## src/rtl/sorted_stop_set_assert.svh

```systemverilog
// Assertion macros for the sorted stop set, clocked on clk, disabled in reset.
`ifndef SORTED_STOP_SET_ASSERT_SVH
`define SORTED_STOP_SET_ASSERT_SVH

// Same-cycle implication.
`define SSS_ASSERT_IMP(lbl, ante, cons, msg) \
	lbl: assert property (@(posedge clk) disable iff (!arst_n) (ante) |-> (cons)) \
		else $error(msg);

// Next-cycle implication.
`define SSS_ASSERT_NXT(lbl, ante, cons, msg) \
	lbl: assert property (@(posedge clk) disable iff (!arst_n) (ante) |=> (cons)) \
		else $error(msg);

`endif

```

## src/rtl/sss_pkg.sv

```systemverilog
// Shared types and codes for the sorted stop set.
`timescale 1ns / 1ps

package sss_pkg;

	// Operation codes carried in s_tuser
	localparam logic [1:0] MODE_INSERT = 2'd0;
	localparam logic [1:0] MODE_SPAN   = 2'd1;
	localparam logic [1:0] MODE_CLEAR  = 2'd2;
	localparam logic [1:0] MODE_QUERY  = 2'd3;

	// Sequencer states
	typedef enum logic [2:0] {
		ST_IDLE,
		ST_SCAN,
		ST_WAIT,
		ST_DECIDE,
		ST_APPEND1,
		ST_DONE
	} sss_state_t;

	// Accumulator control
	typedef struct packed {
		logic clr;  // start a new scan
		logic en;   // read data valid, fold it in
	} sss_acc_ctl_t;

endpackage

```

## src/rtl/sss_ram.sv

```systemverilog
// Single-port-write, single-port-read RAM with registered read data.
`timescale 1ns / 1ps

module sss_ram #(
	parameter int DEPTH = 64,
	parameter int WIDTH = 16,
	parameter int AW    = 6
) (
	input  logic             clk,
	input  logic             we,
	input  logic [AW-1:0]    waddr,
	input  logic [WIDTH-1:0] wdata,
	input  logic             re,
	input  logic [AW-1:0]    raddr,
	output logic [WIDTH-1:0] rdata
);

	logic [WIDTH-1:0] mem_q [DEPTH];

	// write port
	always_ff @(posedge clk) begin
		if (we) begin
			mem_q[waddr] <= wdata;
		end
	end

	// read port, registered read data
	always_ff @(posedge clk) begin
		if (re) begin
			rdata <= mem_q[raddr];
		end
	end

endmodule

```

## src/rtl/sss_accum.sv

```systemverilog
// Scan accumulator: folds stored values into predecessor, successor, count and hits.
`timescale 1ns / 1ps

module sss_accum
	import sss_pkg::*;
#(
	parameter int POS_W = 16,
	parameter int CNT_W = 7
) (
	input  logic              clk,
	input  logic              arst_n,
	input  sss_acc_ctl_t      ctl,
	input  logic [POS_W-1:0]  pos,
	input  logic [POS_W-1:0]  endp,
	input  logic [POS_W-1:0]  value,
	output logic [POS_W-1:0]  previous_stop,
	output logic [POS_W-1:0]  next_stop,
	output logic [CNT_W-1:0]  range_count,
	output logic              present,
	output logic              end_hit
);

	logic [POS_W-1:0] prev_q, next_q;
	logic             prev_hit_q, next_hit_q;
	logic [CNT_W-1:0] cnt_q;
	logic             pres_q, end_hit_q;

	logic take_prev, take_next, in_range;

	// compares against the current value
	always_comb begin
		take_prev = (value < pos) && (!prev_hit_q || (value > prev_q));
		take_next = (value > pos) && (!next_hit_q || (value < next_q));
		in_range  = (value > pos) && (value <= endp);
	end

	// flags and count
	always_ff @(posedge clk or negedge arst_n) begin
		if (!arst_n) begin
			prev_hit_q <= 1'b0;
			next_hit_q <= 1'b0;
			cnt_q      <= '0;
			pres_q     <= 1'b0;
			end_hit_q  <= 1'b0;
		end else if (ctl.clr) begin
			prev_hit_q <= 1'b0;
			next_hit_q <= 1'b0;
			cnt_q      <= '0;
			pres_q     <= 1'b0;
			end_hit_q  <= 1'b0;
		end else if (ctl.en) begin
			if (take_prev) prev_hit_q <= 1'b1;
			if (take_next) next_hit_q <= 1'b1;
			if (in_range) cnt_q <= cnt_q + CNT_W'(1);
			if (value == pos) pres_q <= 1'b1;
			if (value == endp) end_hit_q <= 1'b1;
		end
	end

	// best candidates so far
	always_ff @(posedge clk) begin
		if (ctl.en && !ctl.clr) begin
			if (take_prev) prev_q <= value;
			if (take_next) next_q <= value;
		end
	end

	assign previous_stop = prev_hit_q ? prev_q : pos;
	assign next_stop     = next_hit_q ? next_q : pos;
	assign range_count   = cnt_q;
	assign present       = pres_q;
	assign end_hit       = end_hit_q;

endmodule

```

## src/rtl/sorted_stop_set.sv

```systemverilog
// Sorted stop set: duplicate-free set of positions with insert, span insert, clear, query.
// Clear goes straight to the result; insert, span insert and query scan all stored entries,
// then decide, and span insert then appends its end; the scan is skipped when the set is empty.
// A scan reads the store RAM once, one entry per cycle on its single read port.
// Items are taken one at a time, only in idle; an item may enter while the last result waits.
// Reset (arst_n low, async): set empty, no item in flight, no result pending.
`timescale 1ns / 1ps
`include "sorted_stop_set_assert.svh"

module sorted_stop_set
	import sss_pkg::*;
#(
	parameter int MAX_VERTICES  = 64,
	parameter int POSITION_BITS = 16,
	localparam int IN_W  = ((2 * POSITION_BITS + 7) / 8) * 8,
	localparam int CNT_W = $clog2(MAX_VERTICES + 1),
	localparam int OUT_W = ((2 * POSITION_BITS + CNT_W + 2 + 7) / 8) * 8
) (
	input  logic                clk,
	input  logic                arst_n,
	input  logic                s_tvalid,
	output logic                s_tready,
	// [P-1:0] position, [2P-1:P] end_position, zero fill
	input  logic [IN_W-1:0]     s_tdata,
	// [1:0] mode
	input  logic [1:0]          s_tuser,
	output logic                m_tvalid,
	input  logic                m_tready,
	// [P-1:0] previous_stop, [2P-1:P] next_stop, then range_count, present,
	// overflow, zero fill
	output logic [OUT_W-1:0]    m_tdata
);

	localparam int P       = POSITION_BITS;
	localparam int AW      = (MAX_VERTICES > 1) ? $clog2(MAX_VERTICES) : 1;
	localparam int OUT_RAW = 2 * P + CNT_W + 2;

	sss_state_t       state_q, state_d;
	logic [1:0]       mode_q;
	logic [P-1:0]     pos_q, endp_q;
	logic [CNT_W-1:0] count_q;
	logic [AW-1:0]    rd_idx_q;
	logic             rd_vld_q;
	logic             ovf_q;
	logic             m_tvalid_q;
	logic [OUT_W-1:0] m_tdata_q;

	logic             accept, full, last_rd, load;
	logic             rd_en, we, cnt_inc, ovf_set;
	logic [AW-1:0]    waddr;
	logic [P-1:0]     wdata, rdata;
	sss_acc_ctl_t     acc_ctl;
	logic [P-1:0]     acc_prev, acc_next;
	logic [CNT_W-1:0] acc_cnt;
	logic             acc_pres, acc_end_hit;
	logic [OUT_RAW-1:0] result;

	assign accept   = s_tvalid && s_tready;
	assign full     = (count_q == CNT_W'(MAX_VERTICES));
	assign last_rd  = ((CNT_W'(rd_idx_q) + CNT_W'(1)) == count_q);
	assign load     = !m_tvalid_q || m_tready;
	assign s_tready = (state_q == ST_IDLE);

	// store memory
	sss_ram #(
		.DEPTH(MAX_VERTICES),
		.WIDTH(P),
		.AW   (AW)
	) u_ram (
		.clk  (clk),
		.we   (we),
		.waddr(waddr),
		.wdata(wdata),
		.re   (rd_en),
		.raddr(rd_idx_q),
		.rdata(rdata)
	);

	// scan accumulator
	assign acc_ctl.clr = accept;
	assign acc_ctl.en  = rd_vld_q;

	sss_accum #(
		.POS_W(P),
		.CNT_W(CNT_W)
	) u_accum (
		.clk          (clk),
		.arst_n       (arst_n),
		.ctl          (acc_ctl),
		.pos          (pos_q),
		.endp         (endp_q),
		.value        (rdata),
		.previous_stop(acc_prev),
		.next_stop    (acc_next),
		.range_count  (acc_cnt),
		.present      (acc_pres),
		.end_hit      (acc_end_hit)
	);

	// state register
	always_ff @(posedge clk or negedge arst_n) begin
		if (!arst_n) begin
			state_q <= ST_IDLE;
		end else begin
			state_q <= state_d;
		end
	end

	// next state and datapath strobes
	always_comb begin
		state_d = state_q;
		rd_en   = 1'b0;
		we      = 1'b0;
		waddr   = count_q[AW-1:0];
		wdata   = pos_q;
		cnt_inc = 1'b0;
		ovf_set = 1'b0;
		case (state_q)
			ST_IDLE: begin
				if (accept) begin
					if (s_tuser == MODE_CLEAR) begin
						state_d = ST_DONE;
					end else if (count_q == '0) begin
						state_d = ST_DECIDE;
					end else begin
						state_d = ST_SCAN;
					end
				end
			end
			ST_SCAN: begin
				rd_en = 1'b1;
				if (last_rd) state_d = ST_WAIT;
			end
			ST_WAIT: begin
				state_d = ST_DECIDE;
			end
			ST_DECIDE: begin
				if ((mode_q inside {MODE_INSERT, MODE_SPAN}) && !acc_pres) begin
					if (full) begin
						ovf_set = 1'b1;
					end else begin
						we      = 1'b1;
						wdata   = pos_q;
						cnt_inc = 1'b1;
					end
				end
				state_d = (mode_q == MODE_SPAN) ? ST_APPEND1 : ST_DONE;
			end
			ST_APPEND1: begin
				// span end, unless already stored or equal to the start
				if (!acc_end_hit && (endp_q != pos_q)) begin
					if (full) begin
						ovf_set = 1'b1;
					end else begin
						we      = 1'b1;
						wdata   = endp_q;
						cnt_inc = 1'b1;
					end
				end
				state_d = ST_DONE;
			end
			ST_DONE: begin
				if (load) state_d = ST_IDLE;
			end
			default: begin
				state_d = ST_IDLE;
			end
		endcase
	end

	// control registers
	always_ff @(posedge clk or negedge arst_n) begin
		if (!arst_n) begin
			count_q    <= '0;
			rd_idx_q   <= '0;
			rd_vld_q   <= 1'b0;
			ovf_q      <= 1'b0;
			m_tvalid_q <= 1'b0;
		end else begin
			rd_vld_q <= rd_en;
			if (accept) begin
				rd_idx_q <= '0;
			end else if (rd_en) begin
				rd_idx_q <= rd_idx_q + AW'(1);
			end
			if (accept && s_tuser == MODE_CLEAR) begin
				count_q <= '0;
			end else if (cnt_inc) begin
				count_q <= count_q + CNT_W'(1);
			end
			if (accept) begin
				ovf_q <= 1'b0;
			end else if (ovf_set) begin
				ovf_q <= 1'b1;
			end
			if (state_q == ST_DONE && load) begin
				m_tvalid_q <= 1'b1;
			end else if (m_tready) begin
				m_tvalid_q <= 1'b0;
			end
		end
	end

	// item payload latched at accept
	always_ff @(posedge clk) begin
		if (accept) begin
			mode_q <= s_tuser;
			pos_q  <= s_tdata[P-1:0];
			endp_q <= s_tdata[2*P-1:P];
		end
	end

	// result packing
	always_comb begin
		if (mode_q == MODE_QUERY) begin
			result = {1'b0, acc_pres, acc_cnt, acc_next, acc_prev};
		end else begin
			result = {ovf_q, 1'b0, {CNT_W{1'b0}}, {P{1'b0}}, {P{1'b0}}};
		end
	end

	// output register
	always_ff @(posedge clk) begin
		if (state_q == ST_DONE && load) begin
			m_tdata_q <= OUT_W'(result);
		end
	end

	assign m_tvalid = m_tvalid_q;
	assign m_tdata  = m_tdata_q;

	// checks
	`SSS_ASSERT_IMP(a_count_bound, 1'b1, count_q <= CNT_W'(MAX_VERTICES), "entry count above capacity")
	`SSS_ASSERT_IMP(a_no_write_full, we, !full, "store written while full")
	`SSS_ASSERT_IMP(a_no_rw_overlap, we, !rd_en && !rd_vld_q, "store written during scan")
	`SSS_ASSERT_NXT(a_clear_empties, accept && s_tuser == MODE_CLEAR, count_q == '0, "clear left entries")

endmodule
```

## config.mk

```make
export PLATFORM = sky130hd
export DESIGN_NAME = sorted_stop_set
export DESIGN_NICKNAME = d
export VERILOG_FILES = /design/src/rtl/sss_pkg.sv /design/src/rtl/sss_ram.sv /design/src/rtl/sss_accum.sv /design/src/rtl/sorted_stop_set.sv
export VERILOG_INCLUDE_DIRS = /design/src /design/src/rtl
export SDC_FILE = /design/constraint.sdc
export NUM_CORES = 1
export LEC_CHECK = 0
export ABC_AREA = 1
export ABC_CLOCK_PERIOD_IN_PS = 3950
export BUFFER_PORTS_ARGS = -buffer_cell sky130_fd_sc_hd__buf_4
export CORE_ASPECT_RATIO = 1.1
export CORE_MARGIN = 1
export CORE_UTILIZATION = 55
export DETAILED_ROUTE_END_ITERATION = 12
export HOLD_SLACK_MARGIN = 0.12
export PLACE_DENSITY_LB_ADDON = 0.2
export SLEW_MARGIN = 20
export SYNTH_ARGS = -nofsm -noshare
export SYNTH_HDL_FRONTEND = slang
export SYNTH_SLANG_ARGS = --single-unit
```

## constraint.sdc

```tcl
create_clock -name clk -period 3.95 [get_ports clk]
set_input_delay 0.395 -clock clk [delete_from_list [all_inputs] [get_ports clk]]
set_output_delay 0.395 -clock clk [all_outputs]
set_load 0.05 [all_outputs]
```

==> results of run 1 <==
metal layers:
metal | part of all wire (%) | global-route usage [%]
met1 | 38 | 39.68
met4 | 4.9 | 14.23
met2 | 47 | 48.28
met3 | 9.3 | 4.471
met5 | 0.0097 | 0
placed cells by master, fill, tap and decap left out, drive strengths merged, types with 30 or more instances in the layout:
master       Yosys  final
nor2           640    640
clkinv           2     61
ha              67     67
o21ai          573    573
edfxtp        1147   1147
clkbuf         163    135
buf             90    226
nand3          150    150
inv            121    125
o22ai          261    261
xor2            30     30
dlygate4sd3      0     37
dfrtp           30     30
a21oi           64     64
nand2          674    674
state kept, by name (all words and copies together) (netlist names), 2 cells and up:
| signal | count |
|---|---|
| pos_q | 16 |
| u_ram.rdata | 16 |
| m_tdata | 41 |
| u_ram.mem_q | 1024 |
| u_accum.prev_q | 16 |
| count_q | 7 |
| endp_q | 16 |
| u_accum.next_q | 16 |
| mode_q | 2 |
| rd_idx_q | 6 |
| state_q | 3 |
| u_accum.range_count | 7 |
report_power, final:
| group | switching [W] | internal [W] | leakage, nW |
|---|---|---|---|
| Combinational | 0.0000478 | 0.0000485 | 7.37 |
| Sequential | 0.000000647 | 0.0135 | 10.7 |
| Clock | 0.00474 | 0.00630 | 1.85 |
worst paths after layout:
kind	slack, ps	startpoint	depth (start not counted)	to
hold / removal	190	arst_n	2	u_accum.range_count[3]
setup reg to reg	590	count_q[1]	8	u_ram.mem_q[48][1]
max in group asynchronous	3330	arst_n	2	rd_idx_q[0]
setup / recovery	590	count_q[1]	8	u_ram.mem_q[48][1]
hold reg to reg	510	u_accum.range_count[4]	2	u_accum.range_count[4]
min in group clk	410	s_tdata[18]	2	endp_q[2]
critical path, delay by kind of cell, from the launching register on:
family                   cells  cell delay, ps
AND/OR/NAND/NOR              3             840
AO/OA/AOI/OAI                1             740
flip-flops                   1             480
buffers and inverters        3             880
adder cells (fa/ha/maj)      1             200
metrics by stage:
stage          instances  utilization [%]  instance area (µm²)  setup slack, ps  hold WS (ps)
5_1_grt             5444            63.22                55460            428.0         232.8
6_report            5445            63.23                55460            595.0         186.9
3_3_place_gp        5187            58.39                51220            737.0         367.4
4_1_cts             5442            63.16                55410            657.5         155.3
3_5_place_dp        5187            58.39                51220            652.3         367.8
2_1_floorplan       4056                -                48710            257.1         99.41
final cells by class:
type                       instances  area share (%)
tap                             1160           2.617
timing repair buffer             263           4.318
clock buffer                     135           5.340
clock inverter                    83           1.539
sequential                      1177           63.48
inverter                         123          0.8753
antenna                            1        0.004512
multi-input combinational       2503           21.83
cells by family after synthesis:
kind of cell	Yosys count	synth area share (%)
simple gates	1493	12.04
flops	1177	72.28
compound gates	905	10.01
buf+inv	376	3.379
fa+ha+maj	67	1.722
xor+xnor	31	0.5576
other cells	1	0.007702
repair_timing:
item,4_1_cts,5_1_grt
resized for setup,0,0
setup buffers,0,0
hold buffers,37,0
endpoints found under the setup margin,0,0
hold endpoints to repair,68,0
==> metrics.txt, run 1 <==
startpoint types=flip-flop; IO Pins=88; total power=0.02463 W; asr flop ratio synth=2.549%; Synth top cells by count=1147 x edfxtp_1, 674 x nand2_1, 638 x nor2_1, 466 x o21ai_0, 261 x o22ai_1; cells along the critical path=inv_1, ha_1, nand3_1, nor3_2, or2_2, buf_4, o21ai_4, buf_4; largest net degree at the start of global routing=141; port bufs=80; Hold Crit Class=input port to asynchronous set/reset pin; Filler cells=6592; EDFF count, synth=1147; TritonCTS clock tree=done; period utilisation layout=84.94%; synthesized area=48690 µm²; H-tree Lvls=3; Layout Nets=4287; post-synth top area share=70.74%; Num CTS Buffers=114; CP arrival=3850 ps; Horiz. Die Dim=285.7 µm; critical path required time=4450 ps; Yosys cell types=39; PwrDens=444.1 nW/µm²; Avg Cell Area, Syn=12.02 µm²; DRT iter0 DRCs=4132; Worst-Skew Late Latency=720 ps; LEAKAGE=19.91 nW; global-route wire length before repair=197000 µm; top-count cell post-synth=edfxtp_1; core area=87720 µm²; Total GRT Usage=29.74%; setup violators final=0; initial antenna violation count=1; P&R area growth vs syn=13.91%; Fmax achieved=0.2981 GHz; Period minus WS final=3355 ps; Worst Setup End Kind=flip-flop; CP Max Fanout=28; CP peak stage delay=740 ps; DRT Pass-1 Iters=6; Yosys warnings=0; Max-slew headroom=20.35%; Detailed Place HPWL=76370 µm; vias in the first global route=31090; status=completed; GP Congestion=0.9153; Synth area leaders=edfxtp_1 71%, nand2_1 5.2%, nor2_1 4.9%, o21ai_0 4.8%, o22ai_1 3.4%; area of the multi-input gates=12110 µm²; DRC=0; total vias in the final route=32880; post-route ant nets=0; clock sink count=1177; die area=89720 µm²; CP dominant cell by count=buf_4; Via density=6.038; WL final=134400 µm; Synth Flop Type=edfxtp_1; Starting Density=55.50%; remaining global-route overflow=0; DR WL/cell=24.68 µm; skew final=40.86 ps; fraction of final layout cells with drive strength greater than 1=10.22%; clock-pin slew on the worst setup and hold paths=70 ps; # rows=114; die extent in y=314.1 µm; Seq cells post-synth=1177; register area share after synthesis=72.28%; CTS Buffer Depth=3; IR Drop Worst-Case VDD=0.3897 mV; critical path type=flip-flop to flip-flop; leading area contributor after synthesis=edfxtp_1; RSZ-0062 raised after global routing=no; Cells after Synth=4050; Slowest-stage cell, CP=o21ai_4; final hold violation count=0; Reg area=35210 µm²; Max Slew Vio Count=0; Root Buffer=clkbuf_16; Least-Margin Pin Slew=1190 ps; Final TNS setup=0 ps; Max Cap Violations=0
(Power assumes the default switching activity.)
==> run 2: changes to the inputs <==
--- a/config.mk
+++ b/config.mk
@@ -7,7 +7,7 @@
 export NUM_CORES = 1
 export LEC_CHECK = 0
 export ABC_AREA = 1
-export ABC_CLOCK_PERIOD_IN_PS = 3950
+export ABC_CLOCK_PERIOD_IN_PS = 3000
 export BUFFER_PORTS_ARGS = -buffer_cell sky130_fd_sc_hd__buf_4
 export CORE_ASPECT_RATIO = 1.1
 export CORE_MARGIN = 1
==> constraint.sdc (replaced) <==
create_clock -name clk -period 3 [get_ports clk]
set_input_delay 0.3 -clock clk [delete_from_list [all_inputs] [get_ports clk]]
set_output_delay 0.3 -clock clk [all_outputs]
set_load 0.05 [all_outputs]
==> metrics.txt, run 2 (synthesis gave the netlist of run 1 again) <==
critical path type=flip-flop to flip-flop (unchanged); Inserted Diodes=0 (was 1); most used cells in the layout excluding fill and tap cells=1147 x edfxtp_1, 674 x nand2_1, 635 x nor2_1 (was 1147 x edfxtp_1, 674 x nand2_1, 636 x nor2_1); max reg flops=1024 (unchanged); port bufs=80 (unchanged); HP Start=s_tdata[1]; CP peak stage delay=490 ps (was 740 ps); Num CTS Buffers=114 (unchanged); met1 Use GR=39.63% (was 39.68%); Hold Path Stages=2; Layout Nets=4357 (was 4287); CP Max Fanout=12 (was 28); skew final=36.26 ps (was 40.86 ps); LEAKAGE=20.29 nW (was 19.91 nW); Horiz. Die Dim=285.7 µm (unchanged); # rows=114 (unchanged); DR WL/cell=23.51 µm (was 24.68 µm); H-tree Lvls=3 (unchanged); Worst-Skew Late Latency=710 ps (was 720 ps); Crit. Startpoint=state_q[1] (was count_q[1]); Via density=5.954 (was 6.038); status=completed (unchanged); final hold violation count=0 (unchanged); Reg2Reg Setup Slack=180 ps (was 590 ps); Max-slew headroom=43.58% (was 20.35%); largest net degree at the start of global routing=128 (was 141); IO Pins=88 (unchanged); CTS Buffer Depth=3 (unchanged); largest register by flop count=u_ram.mem_q (unchanged); die area=89720 µm² (unchanged); total vias in the final route=32780 (was 32880); clock sink count=1177 (unchanged); total power=0.03206 W (was 0.02463 W); global-route wire length before repair=193500 µm (was 197000 µm); IR Drop Worst-Case VDD=0.5539 mV (was 0.3897 mV); period utilisation layout=93.89% (was 84.94%); initial antenna violation count=0 (was 1); CP arrival=3190 ps (was 3850 ps); TritonCTS clock tree=done (unchanged); Max Slew Vio Count=0 (unchanged); grt met3 use=4.138% (was 4.471%); P&R area growth vs syn=15.42% (was 13.91%); critical path required time=3380 ps (was 4450 ps); startpoint types=flip-flop (unchanged); Hold Crit Class=input port to flip-flop (was input port to asynchronous set/reset pin); worst reg2reg endpoint=u_ram.mem_q[5][2] (was u_ram.mem_q[48][1]); remaining global-route overflow=0 (unchanged); post-route ant nets=0 (unchanged); RSZ-0062 raised after global routing=no (unchanged); core area=87720 µm² (unchanged); commonest non-fill, non-tap cell in the layout=edfxtp_1 (unchanged); fraction of final layout cells with drive strength greater than 1=11.34% (was 10.22%); Crit Reg-Reg Startpoint=state_q[1] (was count_q[1]); Detailed Place HPWL=78640 µm (was 76370 µm); Fmax achieved=0.3550 GHz (was 0.2981 GHz); vias in the first global route=31580 (was 31090); Total GRT Usage=28.81% (was 29.74%); non-filler cells, final=5506 (was 5445); GR peak layer=met2 (unchanged); Worst Setup End Kind=flip-flop (unchanged); clock-pin slew on the worst setup and hold paths=60 ps (was 70 ps); DRC=0 (unchanged); Post-CTS Setup Inserts=0 (unchanged); setup violators final=0 (unchanged); Slowest-stage cell, CP=nor2_1 (was o21ai_4); R2R cell count=9 (was 8); DRT Pass-1 Iters=6 (unchanged); Starting Density=55.50% (unchanged); Inst Count DP=5257 (was 5187); PwrDens=570.5 nW/µm² (was 444.1 nW/µm²); GP Congestion=0.9247 (was 0.9153); cells along the critical path=nor2_1, inv_2, a21oi_1, inv_1, nor2_2, nand4_1, buf_4, nor2_1, buf_4 (was inv_1, ha_1, nand3_1, nor3_2, or2_2, buf_4, o21ai_4, buf_4); Period minus WS final=2817 ps (was 3355 ps); final core utilization=64.06% (was 63.23%); Root Buffer=clkbuf_16 (unchanged); Max Cap Violations=0 (unchanged); CP endpoint=u_ram.mem_q[5][2] (was u_ram.mem_q[48][1]); M2 GR Usage=45.94% (was 48.28%); Least-Margin Pin Slew=843.1 ps (was 1190 ps); DRT iter0 DRCs=3525 (was 4132); die extent in y=314.1 µm (unchanged); Filler cells=6521 (was 6592); WL final=129500 µm (was 134400 µm)
[run 2: changes by cell type in the layout (fill, tap and decap cells not counted), moves of 2 or more]
| cell | delta |
|---|---|
| nor3_4 | +2 |
| nor3_2 | -2 |
| clkinv_2 | -2 |
| clkbuf_8 | -2 |
| bufinv_16 | -3 |
| buf_4 | +41 |
| clkinv_8 | -2 |
| buf_12 | +30 |
| clkbuf_1 | +6 |
| clkinvlp_4 | -4 |
| clkinv_4 | -3 |
| buf_16 | -2 |
[run 2: per-stage QoR]
| step | TNS [ps] | hold WS, ps | setup WS (ps) | instance area (µm²) |
|---|---|---|---|---|
| 3_3_place_gp | 0 | 280.2 | 115.6 | 52110 |
| 4_1_cts | 0 | 295.4 | 221.9 | 56190 |
| 6_report | 0 | 335.8 | 183.2 | 56200 |
| 5_1_grt | 0 | 330.4 | 1.217 | 56200 |
| 3_5_place_dp | 0 | 282.0 | 275.7 | 52120 |
| 2_1_floorplan | -716370 | 4.409 | -692.9 | 48710 |
[run 2: layout make-up]
type | count | area, µm² | share of cell area, %
clock inverter | 70 | 689.4 | 1.227
inverter | 123 | 485.5 | 0.8639
sequential | 1177 | 35210 | 62.65
multi-input combinational | 2503 | 12120 | 21.57
timing repair buffer | 333 | 3258 | 5.798
clock buffer | 140 | 2982 | 5.306
tap | 1160 | 1451 | 2.583
[run 2: worst min path at each step]
stage	endpoint
6_report	pos_q[1]
5_1_grt	endp_q[1]
4_1_cts	endp_q[0]
3_5_place_dp	u_accum.range_count[3]
3_3_place_gp	u_accum.range_count[3]
2_1_floorplan	count_q[0]
[run 2: per-layer routing]
metal	routed length, µm	vias up
met3	10680	268
met2	60900	1524
li1	-	14940
met1	52090	16050
met4	5785	0
met5	0	-
[run 2: repair_timing]
action | in CTS | in global routing
setup endpoints to repair | 0 | 6
hold endpoints to repair | 68 | 0
hold buffers | 39 | 0
gates resized for setup | 0 | 1
[run 2: critical path, delay by kind of cell (launching register included)]
family,cells,cell delay (ps)
flops,1,430
compound gates,1,190
simple gates,4,1130
buf+inv,4,720
[run 2: report_power, final]
part	switching (W)	internal, W
sequential	0.00000122	0.0178
clock	0.00616	0.00800
combinational	0.0000651	0.0000683
